==> config.mk <==
export PLATFORM = sky130hd
export DESIGN_NAME = button_press_code_lock_unit_flat
export DESIGN_NICKNAME = d
export VERILOG_FILES = /design/src/hdl/bpcl_pkg.sv /design/src/hdl/bpcl_in_if.sv /design/src/hdl/bpcl_out_if.sv /design/src/hdl/button_press_code_lock_unit.sv /design/src/hdl/bpcl_cfg_regs.sv /design/src/flat_wrapper.sv
export SDC_FILE = /design/constraint.sdc
export NUM_CORES = 1
export LEC_CHECK = 0
export BUFFER_PORTS_ARGS = -buffer_cell sky130_fd_sc_hd__buf_4
export CAP_MARGIN = 15
export CORE_AREA = 5 5 120 144
export CTS_BUF_LIST = sky130_fd_sc_hd__clkbuf_2 sky130_fd_sc_hd__clkbuf_4 sky130_fd_sc_hd__clkbuf_8
export DETAILED_ROUTE_END_ITERATION = 10
export DIE_AREA = 0 0 125 149
export GPL_TIMING_DRIVEN = 0
export HOLD_SLACK_MARGIN = 0.1
export PLACE_DENSITY = 0.56
export RECOVER_POWER = 50
export SLEW_MARGIN = 20
export SYNTH_ARGS = -nofsm -noshare
export SYNTH_HDL_FRONTEND = slang
export SYNTH_SLANG_ARGS = --single-unit
==> constraint.sdc <==
create_clock -name i_clk -period 5.3 [get_ports i_clk]
set_clock_uncertainty 0.1 [all_clocks]
set_input_delay 0.795 -clock i_clk [delete_from_list [all_inputs] [get_ports i_clk]]
set_output_delay 0.795 -clock i_clk [all_outputs]
set_load 0.02 [all_outputs]
==> src/hdl/bpcl_pkg.sv <==
// Package for the button press code lock.
// Holds the configuration types, register indexes and fixed limits.
// No dependencies.
`timescale 1ns / 1ps

package bpcl_pkg;

    localparam int ElapsedW   = 10;
    localparam int WindowW    = 20;
    localparam int LimitW     = 18;   // 255 * 1000 fits in 18 bits
    localparam int PressW     = 5;
    localparam int PosW       = 2;
    localparam int HoldW      = 14;
    localparam int DigitW     = 4;
    localparam int CfgIdxW    = 3;
    localparam int CfgDataW   = 8;

    localparam logic [PressW-1:0]  PRESS_MAX     = 5'd31;
    localparam logic [WindowW-1:0] WINDOW_MAX    = 20'hFFFFF;
    localparam logic [HoldW-1:0]   HOLD_MAX      = 14'h3FFF;
    localparam logic [9:0]         MS_PER_SECOND = 10'd1000;
    localparam logic [PosW-1:0]    LAST_POS      = 2'd3;

    // Register indexes of the configuration port
    typedef enum logic [CfgIdxW-1:0] {
        CFG_WINDOW_SECONDS = 3'd0,
        CFG_DIGIT_ONE      = 3'd1,
        CFG_DIGIT_TWO      = 3'd2,
        CFG_DIGIT_THREE    = 3'd3,
        CFG_CODE_LENGTH    = 3'd4,
        CFG_LOCK_ENABLE    = 3'd5
    } t_cfg_idx;

    // Configuration as seen by the lock logic
    typedef struct packed {
        logic [LimitW-1:0] window_limit;  // window length in ms
        logic [DigitW-1:0] digit_one;
        logic [DigitW-1:0] digit_two;
        logic [DigitW-1:0] digit_three;
        logic [PosW-1:0]   code_length;
        logic              lock_enable;
    } t_cfg;

endpackage

==> src/hdl/bpcl_in_if.sv <==
// Input tick channel of the button press code lock.
// Valid/ready handshake with the tick payload; uses bpcl_pkg widths.
`timescale 1ns / 1ps

interface bpcl_in_if;
    logic                          valid;
    logic                          ready;
    logic [bpcl_pkg::ElapsedW-1:0] elapsed_ms;
    logic                          level_changed;
    logic                          is_pressed;

    modport source (output valid, elapsed_ms, level_changed, is_pressed, input ready);
    modport sink   (input valid, elapsed_ms, level_changed, is_pressed, output ready);
endinterface

==> src/hdl/bpcl_out_if.sv <==
// Result channel of the button press code lock.
// Valid/ready handshake with the four result flags. No dependencies.
`timescale 1ns / 1ps

interface bpcl_out_if;
    logic valid;
    logic ready;
    logic power_on;
    logic force_off;
    logic blink_blue;
    logic entering_code;

    modport source (output valid, power_on, force_off, blink_blue, entering_code,
                    input ready);
    modport sink   (input valid, power_on, force_off, blink_blue, entering_code,
                    output ready);
endinterface

==> src/hdl/button_press_code_lock_unit.sv <==
// Top level of the button press code lock: tick handling and result register.
// Depends on bpcl_pkg, bpcl_in_if, bpcl_out_if and bpcl_cfg_regs.
//
//  Channel  | Direction | Handshake       | Payload
//  ---------+-----------+-----------------+---------------------------------------------
//  i_in     | in        | valid/ready     | elapsed_ms[9:0], level_changed, is_pressed
//  o_out    | out       | valid/ready     | power_on, force_off, blink_blue, entering_code
//  i_cfg_*  | in        | write enable    | i_cfg_idx[2:0], i_cfg_data[7:0]
//
// One tick per cycle unless o_out stalls; a tick's result is valid next cycle.
// The lock state and result register update in the same edge that accepts a tick.
// A tick is accepted while the result register is empty or being drained.
// Reset is synchronous; it clears the lock state and loads the register defaults.
`timescale 1ns / 1ps

module button_press_code_lock_unit #(
    parameter int LONG_PRESS_MS = 5000
) (
    input  logic                          i_clk,
    input  logic                          i_rst_n,
    bpcl_in_if.sink                       i_in,
    bpcl_out_if.source                    o_out,
    input  logic                          i_cfg_we,
    input  logic [bpcl_pkg::CfgIdxW-1:0]  i_cfg_idx,
    input  logic [bpcl_pkg::CfgDataW-1:0] i_cfg_data
);

    localparam logic [bpcl_pkg::HoldW-1:0] HoldLimit = bpcl_pkg::HoldW'(LONG_PRESS_MS);

    bpcl_pkg::t_cfg w_cfg;

    logic                            r_entry, n_entry;
    logic [bpcl_pkg::WindowW-1:0]    r_wtimer, n_wtimer;
    logic [bpcl_pkg::PressW-1:0]     r_count, n_count;
    logic [bpcl_pkg::PosW-1:0]       r_pos, n_pos;
    logic [bpcl_pkg::HoldW-1:0]      r_hold, n_hold;

    logic r_out_valid;
    logic r_power_on, n_power_on;
    logic r_force_off, n_force_off;
    logic r_blink, n_blink;

    logic                          w_accept;
    logic                          w_press;
    logic [bpcl_pkg::WindowW:0]    w_wsum;
    logic [bpcl_pkg::WindowW-1:0]  w_wsat;
    logic [bpcl_pkg::PressW-1:0]   w_count_inc;
    logic [bpcl_pkg::DigitW-1:0]   w_digit;
    logic [bpcl_pkg::HoldW:0]      w_hsum;
    logic [bpcl_pkg::HoldW-1:0]    w_hold_upd;

    bpcl_cfg_regs u_cfg (
        .i_clk      (i_clk),
        .i_rst_n    (i_rst_n),
        .i_cfg_we   (i_cfg_we),
        .i_cfg_idx  (i_cfg_idx),
        .i_cfg_data (i_cfg_data),
        .o_cfg      (w_cfg)
    );

    // Take a tick whenever the result register can be refilled
    assign i_in.ready = !r_out_valid || o_out.ready;
    assign w_accept   = i_in.valid && i_in.ready;
    assign w_press    = i_in.level_changed && i_in.is_pressed;

    // Window timer and press count, saturating
    assign w_wsum      = {1'b0, r_wtimer} + (bpcl_pkg::WindowW + 1)'(i_in.elapsed_ms);
    assign w_wsat      = w_wsum[bpcl_pkg::WindowW] ? bpcl_pkg::WINDOW_MAX
                                                   : w_wsum[bpcl_pkg::WindowW-1:0];
    assign w_count_inc = (w_press && r_count < bpcl_pkg::PRESS_MAX) ? r_count + 1'b1
                                                                    : r_count;

    // Required count for the current position
    always_comb begin
        case (r_pos)
            2'd1:    w_digit = w_cfg.digit_one;
            2'd2:    w_digit = w_cfg.digit_two;
            2'd3:    w_digit = w_cfg.digit_three;
            default: w_digit = '0;
        endcase
    end

    // Entry state update for one tick
    always_comb begin
        n_entry    = r_entry;
        n_wtimer   = r_wtimer;
        n_count    = r_count;
        n_pos      = r_pos;
        n_power_on = 1'b0;
        n_blink    = 1'b0;
        if (r_entry) begin
            n_wtimer = w_wsat;
            n_count  = w_count_inc;
            if (w_wsat > bpcl_pkg::WindowW'(w_cfg.window_limit)) begin
                n_wtimer = '0;
                if (w_count_inc == bpcl_pkg::PressW'(w_digit)) begin
                    if (r_pos == w_cfg.code_length || r_pos == bpcl_pkg::LAST_POS) begin
                        n_power_on = 1'b1;
                        n_entry    = 1'b0;
                    end else begin
                        n_pos   = r_pos + 1'b1;
                        n_count = '0;
                        n_blink = 1'b1;
                    end
                end else begin
                    n_entry = 1'b0;
                end
            end
        end else if (w_press) begin
            if (w_cfg.code_length != '0 && w_cfg.lock_enable) begin
                n_entry  = 1'b1;
                n_count  = bpcl_pkg::PressW'(1);
                n_wtimer = '0;
                n_pos    = bpcl_pkg::PosW'(1);
            end else begin
                n_power_on = 1'b1;
            end
        end
    end

    // Hold timer: restart on change, saturate otherwise, fire on a long hold
    assign w_hsum     = {1'b0, r_hold} + (bpcl_pkg::HoldW + 1)'(i_in.elapsed_ms);
    assign w_hold_upd = i_in.level_changed ? '0
                      : (w_hsum[bpcl_pkg::HoldW] ? bpcl_pkg::HOLD_MAX
                                                 : w_hsum[bpcl_pkg::HoldW-1:0]);

    always_comb begin
        n_hold      = w_hold_upd;
        n_force_off = 1'b0;
        if (w_hold_upd > HoldLimit && i_in.is_pressed) begin
            n_hold      = '0;
            n_force_off = 1'b1;
        end
    end

    // Advance lock state on each accepted transaction
    always_ff @(posedge i_clk) begin
        if (!i_rst_n) begin
            r_entry  <= 1'b0;
            r_wtimer <= '0;
            r_count  <= '0;
            r_pos    <= '0;
            r_hold   <= '0;
        end else if (w_accept) begin
            r_entry  <= n_entry;
            r_wtimer <= n_wtimer;
            r_count  <= n_count;
            r_pos    <= n_pos;
            r_hold   <= n_hold;
        end
    end

    // Result register valid: fill on accept, drop when taken
    always_ff @(posedge i_clk) begin
        if (!i_rst_n) begin
            r_out_valid <= 1'b0;
        end else if (w_accept) begin
            r_out_valid <= 1'b1;
        end else if (o_out.ready) begin
            r_out_valid <= 1'b0;
        end
    end

    // Result payload
    always_ff @(posedge i_clk) begin
        if (w_accept) begin
            r_power_on  <= n_power_on;
            r_force_off <= n_force_off;
            r_blink     <= n_blink;
        end
    end

    assign o_out.valid         = r_out_valid;
    assign o_out.power_on      = r_power_on;
    assign o_out.force_off     = r_force_off;
    assign o_out.blink_blue    = r_blink;
    assign o_out.entering_code = r_entry;

    // Entry always runs at a real digit position
    a_entry_pos: assert property (@(posedge i_clk) disable iff (!i_rst_n)
        r_entry |-> r_pos != '0)
        else $error("entry active at position zero");

    // A blink keeps entry going and never comes with power on
    a_blink_entry: assert property (@(posedge i_clk) disable iff (!i_rst_n)
        (o_out.valid && o_out.blink_blue) |-> (o_out.entering_code && !o_out.power_on))
        else $error("blink without ongoing entry");

    // Power on always ends entry
    a_power_ends: assert property (@(posedge i_clk) disable iff (!i_rst_n)
        (o_out.valid && o_out.power_on) |-> !o_out.entering_code)
        else $error("power on while still entering");

    // Every accepted tick shows up as a result next cycle
    a_result: assert property (@(posedge i_clk) disable iff (!i_rst_n)
        w_accept |=> o_out.valid)
        else $error("accepted tick produced no result");

endmodule

==> src/hdl/bpcl_cfg_regs.sv <==
// Configuration register file of the button press code lock.
// Converts the window length to milliseconds on write; uses bpcl_pkg.
`timescale 1ns / 1ps

module bpcl_cfg_regs (
    input  logic                          i_clk,
    input  logic                          i_rst_n,
    input  logic                          i_cfg_we,
    input  logic [bpcl_pkg::CfgIdxW-1:0]  i_cfg_idx,
    input  logic [bpcl_pkg::CfgDataW-1:0] i_cfg_data,
    output bpcl_pkg::t_cfg                o_cfg
);

    bpcl_pkg::t_cfg             r_cfg;
    logic [bpcl_pkg::LimitW-1:0] w_limit;

    // Seconds to milliseconds, taken once per write
    assign w_limit = bpcl_pkg::LimitW'(i_cfg_data)
                   * bpcl_pkg::LimitW'(bpcl_pkg::MS_PER_SECOND);

    // Store a written register; indexes beyond the list are dropped
    always_ff @(posedge i_clk) begin
        if (!i_rst_n) begin
            r_cfg.window_limit <= bpcl_pkg::LimitW'(2 * bpcl_pkg::MS_PER_SECOND);
            r_cfg.digit_one    <= 4'd1;
            r_cfg.digit_two    <= 4'd1;
            r_cfg.digit_three  <= 4'd1;
            r_cfg.code_length  <= 2'd0;
            r_cfg.lock_enable  <= 1'b0;
        end else if (i_cfg_we) begin
            case (i_cfg_idx)
                bpcl_pkg::CFG_WINDOW_SECONDS: r_cfg.window_limit <= w_limit;
                bpcl_pkg::CFG_DIGIT_ONE:      r_cfg.digit_one    <= i_cfg_data[3:0];
                bpcl_pkg::CFG_DIGIT_TWO:      r_cfg.digit_two    <= i_cfg_data[3:0];
                bpcl_pkg::CFG_DIGIT_THREE:    r_cfg.digit_three  <= i_cfg_data[3:0];
                bpcl_pkg::CFG_CODE_LENGTH:    r_cfg.code_length  <= i_cfg_data[1:0];
                bpcl_pkg::CFG_LOCK_ENABLE:    r_cfg.lock_enable  <= i_cfg_data[0];
                default: ;
            endcase
        end
    end

    assign o_cfg = r_cfg;

endmodule
==> src/flat_wrapper.sv <==
// flat-port wrapper written by rule: the top's interface ports become plain ports
module button_press_code_lock_unit_flat 
#(
    parameter int LONG_PRESS_MS = 5000
)
  (i_clk, i_rst_n, i_cfg_we, i_cfg_idx, i_cfg_data, i_in_valid, i_in_elapsed_ms, i_in_level_changed, i_in_is_pressed, i_in_ready, o_out_valid, o_out_power_on, o_out_force_off, o_out_blink_blue, o_out_entering_code, o_out_ready);
  bpcl_in_if i_in_i ();
  bpcl_out_if o_out_i ();
  input  logic i_clk;
  input  logic i_rst_n;
  input  logic i_cfg_we;
  input  logic [bpcl_pkg::CfgIdxW-1:0] i_cfg_idx;
  input  logic [bpcl_pkg::CfgDataW-1:0] i_cfg_data;
  input wire logic [$bits(i_in_i.valid)-1:0] i_in_valid;
  input wire logic [$bits(i_in_i.elapsed_ms)-1:0] i_in_elapsed_ms;
  input wire logic [$bits(i_in_i.level_changed)-1:0] i_in_level_changed;
  input wire logic [$bits(i_in_i.is_pressed)-1:0] i_in_is_pressed;
  output wire logic [$bits(i_in_i.ready)-1:0] i_in_ready;
  output wire logic [$bits(o_out_i.valid)-1:0] o_out_valid;
  output wire logic [$bits(o_out_i.power_on)-1:0] o_out_power_on;
  output wire logic [$bits(o_out_i.force_off)-1:0] o_out_force_off;
  output wire logic [$bits(o_out_i.blink_blue)-1:0] o_out_blink_blue;
  output wire logic [$bits(o_out_i.entering_code)-1:0] o_out_entering_code;
  input wire logic [$bits(o_out_i.ready)-1:0] o_out_ready;
  assign i_in_i.valid = i_in_valid;
  assign i_in_i.elapsed_ms = i_in_elapsed_ms;
  assign i_in_i.level_changed = i_in_level_changed;
  assign i_in_i.is_pressed = i_in_is_pressed;
  assign i_in_ready = i_in_i.ready;
  assign o_out_valid = o_out_i.valid;
  assign o_out_power_on = o_out_i.power_on;
  assign o_out_force_off = o_out_i.force_off;
  assign o_out_blink_blue = o_out_i.blink_blue;
  assign o_out_entering_code = o_out_i.entering_code;
  assign o_out_i.ready = o_out_ready;
  button_press_code_lock_unit #(.LONG_PRESS_MS(LONG_PRESS_MS)) u_core (.i_clk(i_clk), .i_rst_n(i_rst_n), .i_in(i_in_i), .o_out(o_out_i), .i_cfg_we(i_cfg_we), .i_cfg_idx(i_cfg_idx), .i_cfg_data(i_cfg_data));
endmodule
==> run metrics <==
HP Class reg2reg; Slowest-stage cell, CP fa_1; Max-slew headroom 20.2%; crit end category flop; Detailed Routing Iterations Pass 1 5; Worst setup SP type input pin; fin crit share 93.3%; Die Span Y 149 um; hold buffer count at cts 0; CTS tree done; global-route wire length before repair 25,400 um; Synth Flop Type dfxtp_1; top achievable clock speed 202 MHz; Netlist cell types 75; slowest cell delay on critical path 440 ps; Max Cap Violations 0; Layout area overhead 10.9%; synthesized area per cell 8.78 um^2; H-tree depth 3; DR DRC count 0; WHS 357 ps; sequential area share after synthesis 25.2%; Routed WL per cell 15.5 um; width of the chip 125 um; share of layout cells above drive strength 1 8.69%; P_leak 2.91 nW; warnings from Yosys 0; Final min period 4950 ps; initial antenna violation count 0; # fillers 1,580; post_cts resized 0; worst path required time 5500 ps; die area 0.0186 mm^2; std cell rows 50; IO Count 34; TritonCTS Buffers 9; Register Area 0.00155 mm^2; RSZ-0062 raised after global routing false; fin nets 872; Worst Setup Slack, final 353 ps; Post-DRT Antenna Nets 0; via count 5,208; Root Driver clkbuf_8; post-synth top area share 23.7%; Total GRT Usage 16.4%; post-synth net total 830; setup bufs post-CTS 0; Crit path buffers/inverters 2; CP Cell Sequence buf_4 -> ha_1 -> fa_1 -> a211oi_2 -> o21bai_4 -> a31oi_2 -> or3_1 -> buf_2 -> or2_2 -> nand2_1 -> ha_1 -> a21o_1 -> a21o_1 -> a211oi_1 -> nand4b_1 -> a31oi_4 -> nor2_2 -> or3_1 -> a31oi_1; number of synthesized flops with an enable pin 3; delay-heaviest family, CP compound AO/OA/AOI/OAI gates; Mapped Area 0.00616 mm^2; Final Max Tran Viols 0; CP Class in2reg; Port-buffer cells 32; Post-DP Area 0.00667 mm^2; top cells by area, synth dfxtp_1 24%, ha_1 16%, fa_1 7.8%; Max VDD drop 126 uV; core region area 0.0156 mm^2; CP arrival 5140 ps; Routability Congestion 0.870; final hold violations 0; clk_lat worst skew 370 ps; Finish-stage setup viols 0; detailed placement HPWL 11,900 um; footprint of the multi-input gates 0.00431 mm^2; Worst Path Max Fanout 11; clock sinks 76; routed wire length 14,800 um; Ant. Diodes 0; largest net degree at the start of global routing 15; post-synth top area cell dfxtp_1; Via density 5.45; final instance area 0.00683 mm^2; clock-pin slew on the worst setup and hold paths 90 ps; clock buffer depth 2; Synth Instances 701; flops & latches, synth 76; P per Cell Area 259 mW/mm^2; async set-reset flop share out of synthesis 0%; Initial Util 39.5%; initial detailed-routing violation count 305; status finished, final reports clean; Setup WS pre-CTS -293 ps; grt ovf 0; number of global-route vias before repair 5,447; Slew @ Worst Pin 1180 ps
-- flip-flops by register name (all words and copies together) (netlist names) --
name,cells
u_core.r_pos,2
u_core.o_out.entering_code,1
u_core.r_count,5
u_core.o_out.power_on,1
u_core.u_cfg.o_cfg,30
u_core.o_out.valid,1
u_core.o_out.blink_blue,1
u_core.o_out.force_off,1
u_core.r_hold,14
u_core.r_wtimer,20
-- metal layers --
metal	up-vias	GRT usage (%)	share of wire [%]
li1	2615	-	-
met2	85	28.4	49
met5	-	0	0
met3	27	2.15	2.6
met4	0	7.32	2.9
met1	2481	20.3	46
-- final timing paths --
kind	slack, ps	startpoint	cells past startpoint	to
max	350	i_in_elapsed_ms[0]	19	u_core.r_pos[1]
min	360	u_core.u_cfg.o_cfg[27]	2	u_core.u_cfg.o_cfg[27]
max reg2reg	610	u_core.r_wtimer[0]	18	u_core.r_pos[1]
min reg2reg	360	u_core.u_cfg.o_cfg[27]	2	u_core.u_cfg.o_cfg[27]
-- synthesized netlist by cell type (14+ instances only) --
master	instances
xor2_1	17
clkbuf_1	17
a21oi_1	42
inv_1	51
fa_1	24
a21o_1	15
nand3_1	15
dfxtp_1	73
nand2_1	67
a22o_1	14
mux2i_1	15
ha_1	77
o21ai_0	28
xnor2_1	16
nor2_1	58
-- power breakdown --
group / total (mW) / internal, mW / switching (mW) / leakage, nW
Combinational: 0.658 / 0.294 / 0.365 / 2.18
Sequential: 0.600 / 0.591 / 0.00859 / 0.621
Clock: 0.508 / 0.271 / 0.237 / 0.110
-- layout by cell type (no fill, tap or decap), types with 3 or more instances in the layout --
cell type  Yosys  routed
nor3_1        10       9
a311oi_1       3       3
nand2b_1       7       7
o211ai_1       8       8
or3_1          6       6
nand4_1       10      10
mux2i_1       15      15
and2_1         5       5
a22o_1        14      14
and3_1         8       8
a31oi_1       10      10
nor3b_1        3       3
clkbuf_1      17      27
fa_1          24      24
or2_2          5       5
a32o_1        12      12
o21bai_1       3       3
o21a_1         8       8
dfxtp_1       73      73
a211oi_1       4       4
buf_4          1      24
nor2_1        58      58
o21ai_0       28      29
nand2_1       67      67
xnor2_1       16      16
and4_1         3       3
nand3_1       15      15
a21oi_1       42      43
edfxtp_1       3       3
a21o_1        15      15
inv_1         51      51
nor2b_1        6       6
clkbuf_8       0       9
nand4b_1       3       3
xor2_1        17      17
ha_1          77      77
a222oi_1       5       5
-- stage by stage --
step,total power [mW],setup TNS [ps],std cells,utilization (%)
finish,1.77,0,956,43.8
global route,1.91,0,956,43.8
CTS,1.80,0,957,44.2
detailed placement,1.28,-4620,941,42.8
global placement,1.27,-3270,941,42.7
floorplan,1.13,0,701,-
-- cell families after synthesis --
group	synth area share, %
buffers and inverters	4.84
muxes	2.62
adders and majority gates	23.5
AOI/OAI and AO/OA	21.2
DFF	25.2
and+or+nand+nor	18.0
xor gates and xnor gates	4.69
-- cell type report --
cell class,count,share of cell area [%]
sequential,76,22.7
timing repair buffer,32,3.08
clock buffer,10,1.92
multi-input combinational,551,63.1
inverter,52,2.86
clock inverter,6,1.32
tap,208,3.81
buffer,21,1.23
-- worst reg2reg max path, stage by stage (launching register included) --
cell and delay, ps:
dfxtp_1 320, ha_1 200, fa_1 440, a211oi_2 410, o21bai_4 120, a31oi_2 250, or3_1 140, buf_2 160
or2_2 270, nand2_1 150, ha_1 330, a21o_1 170, a21o_1 180, a211oi_1 310, nand4b_1 200, a31oi_4 280
nor2_2 110, or3_1 320, a31oi_1 190
Note: power is estimated with default switching activity, not from simulation.
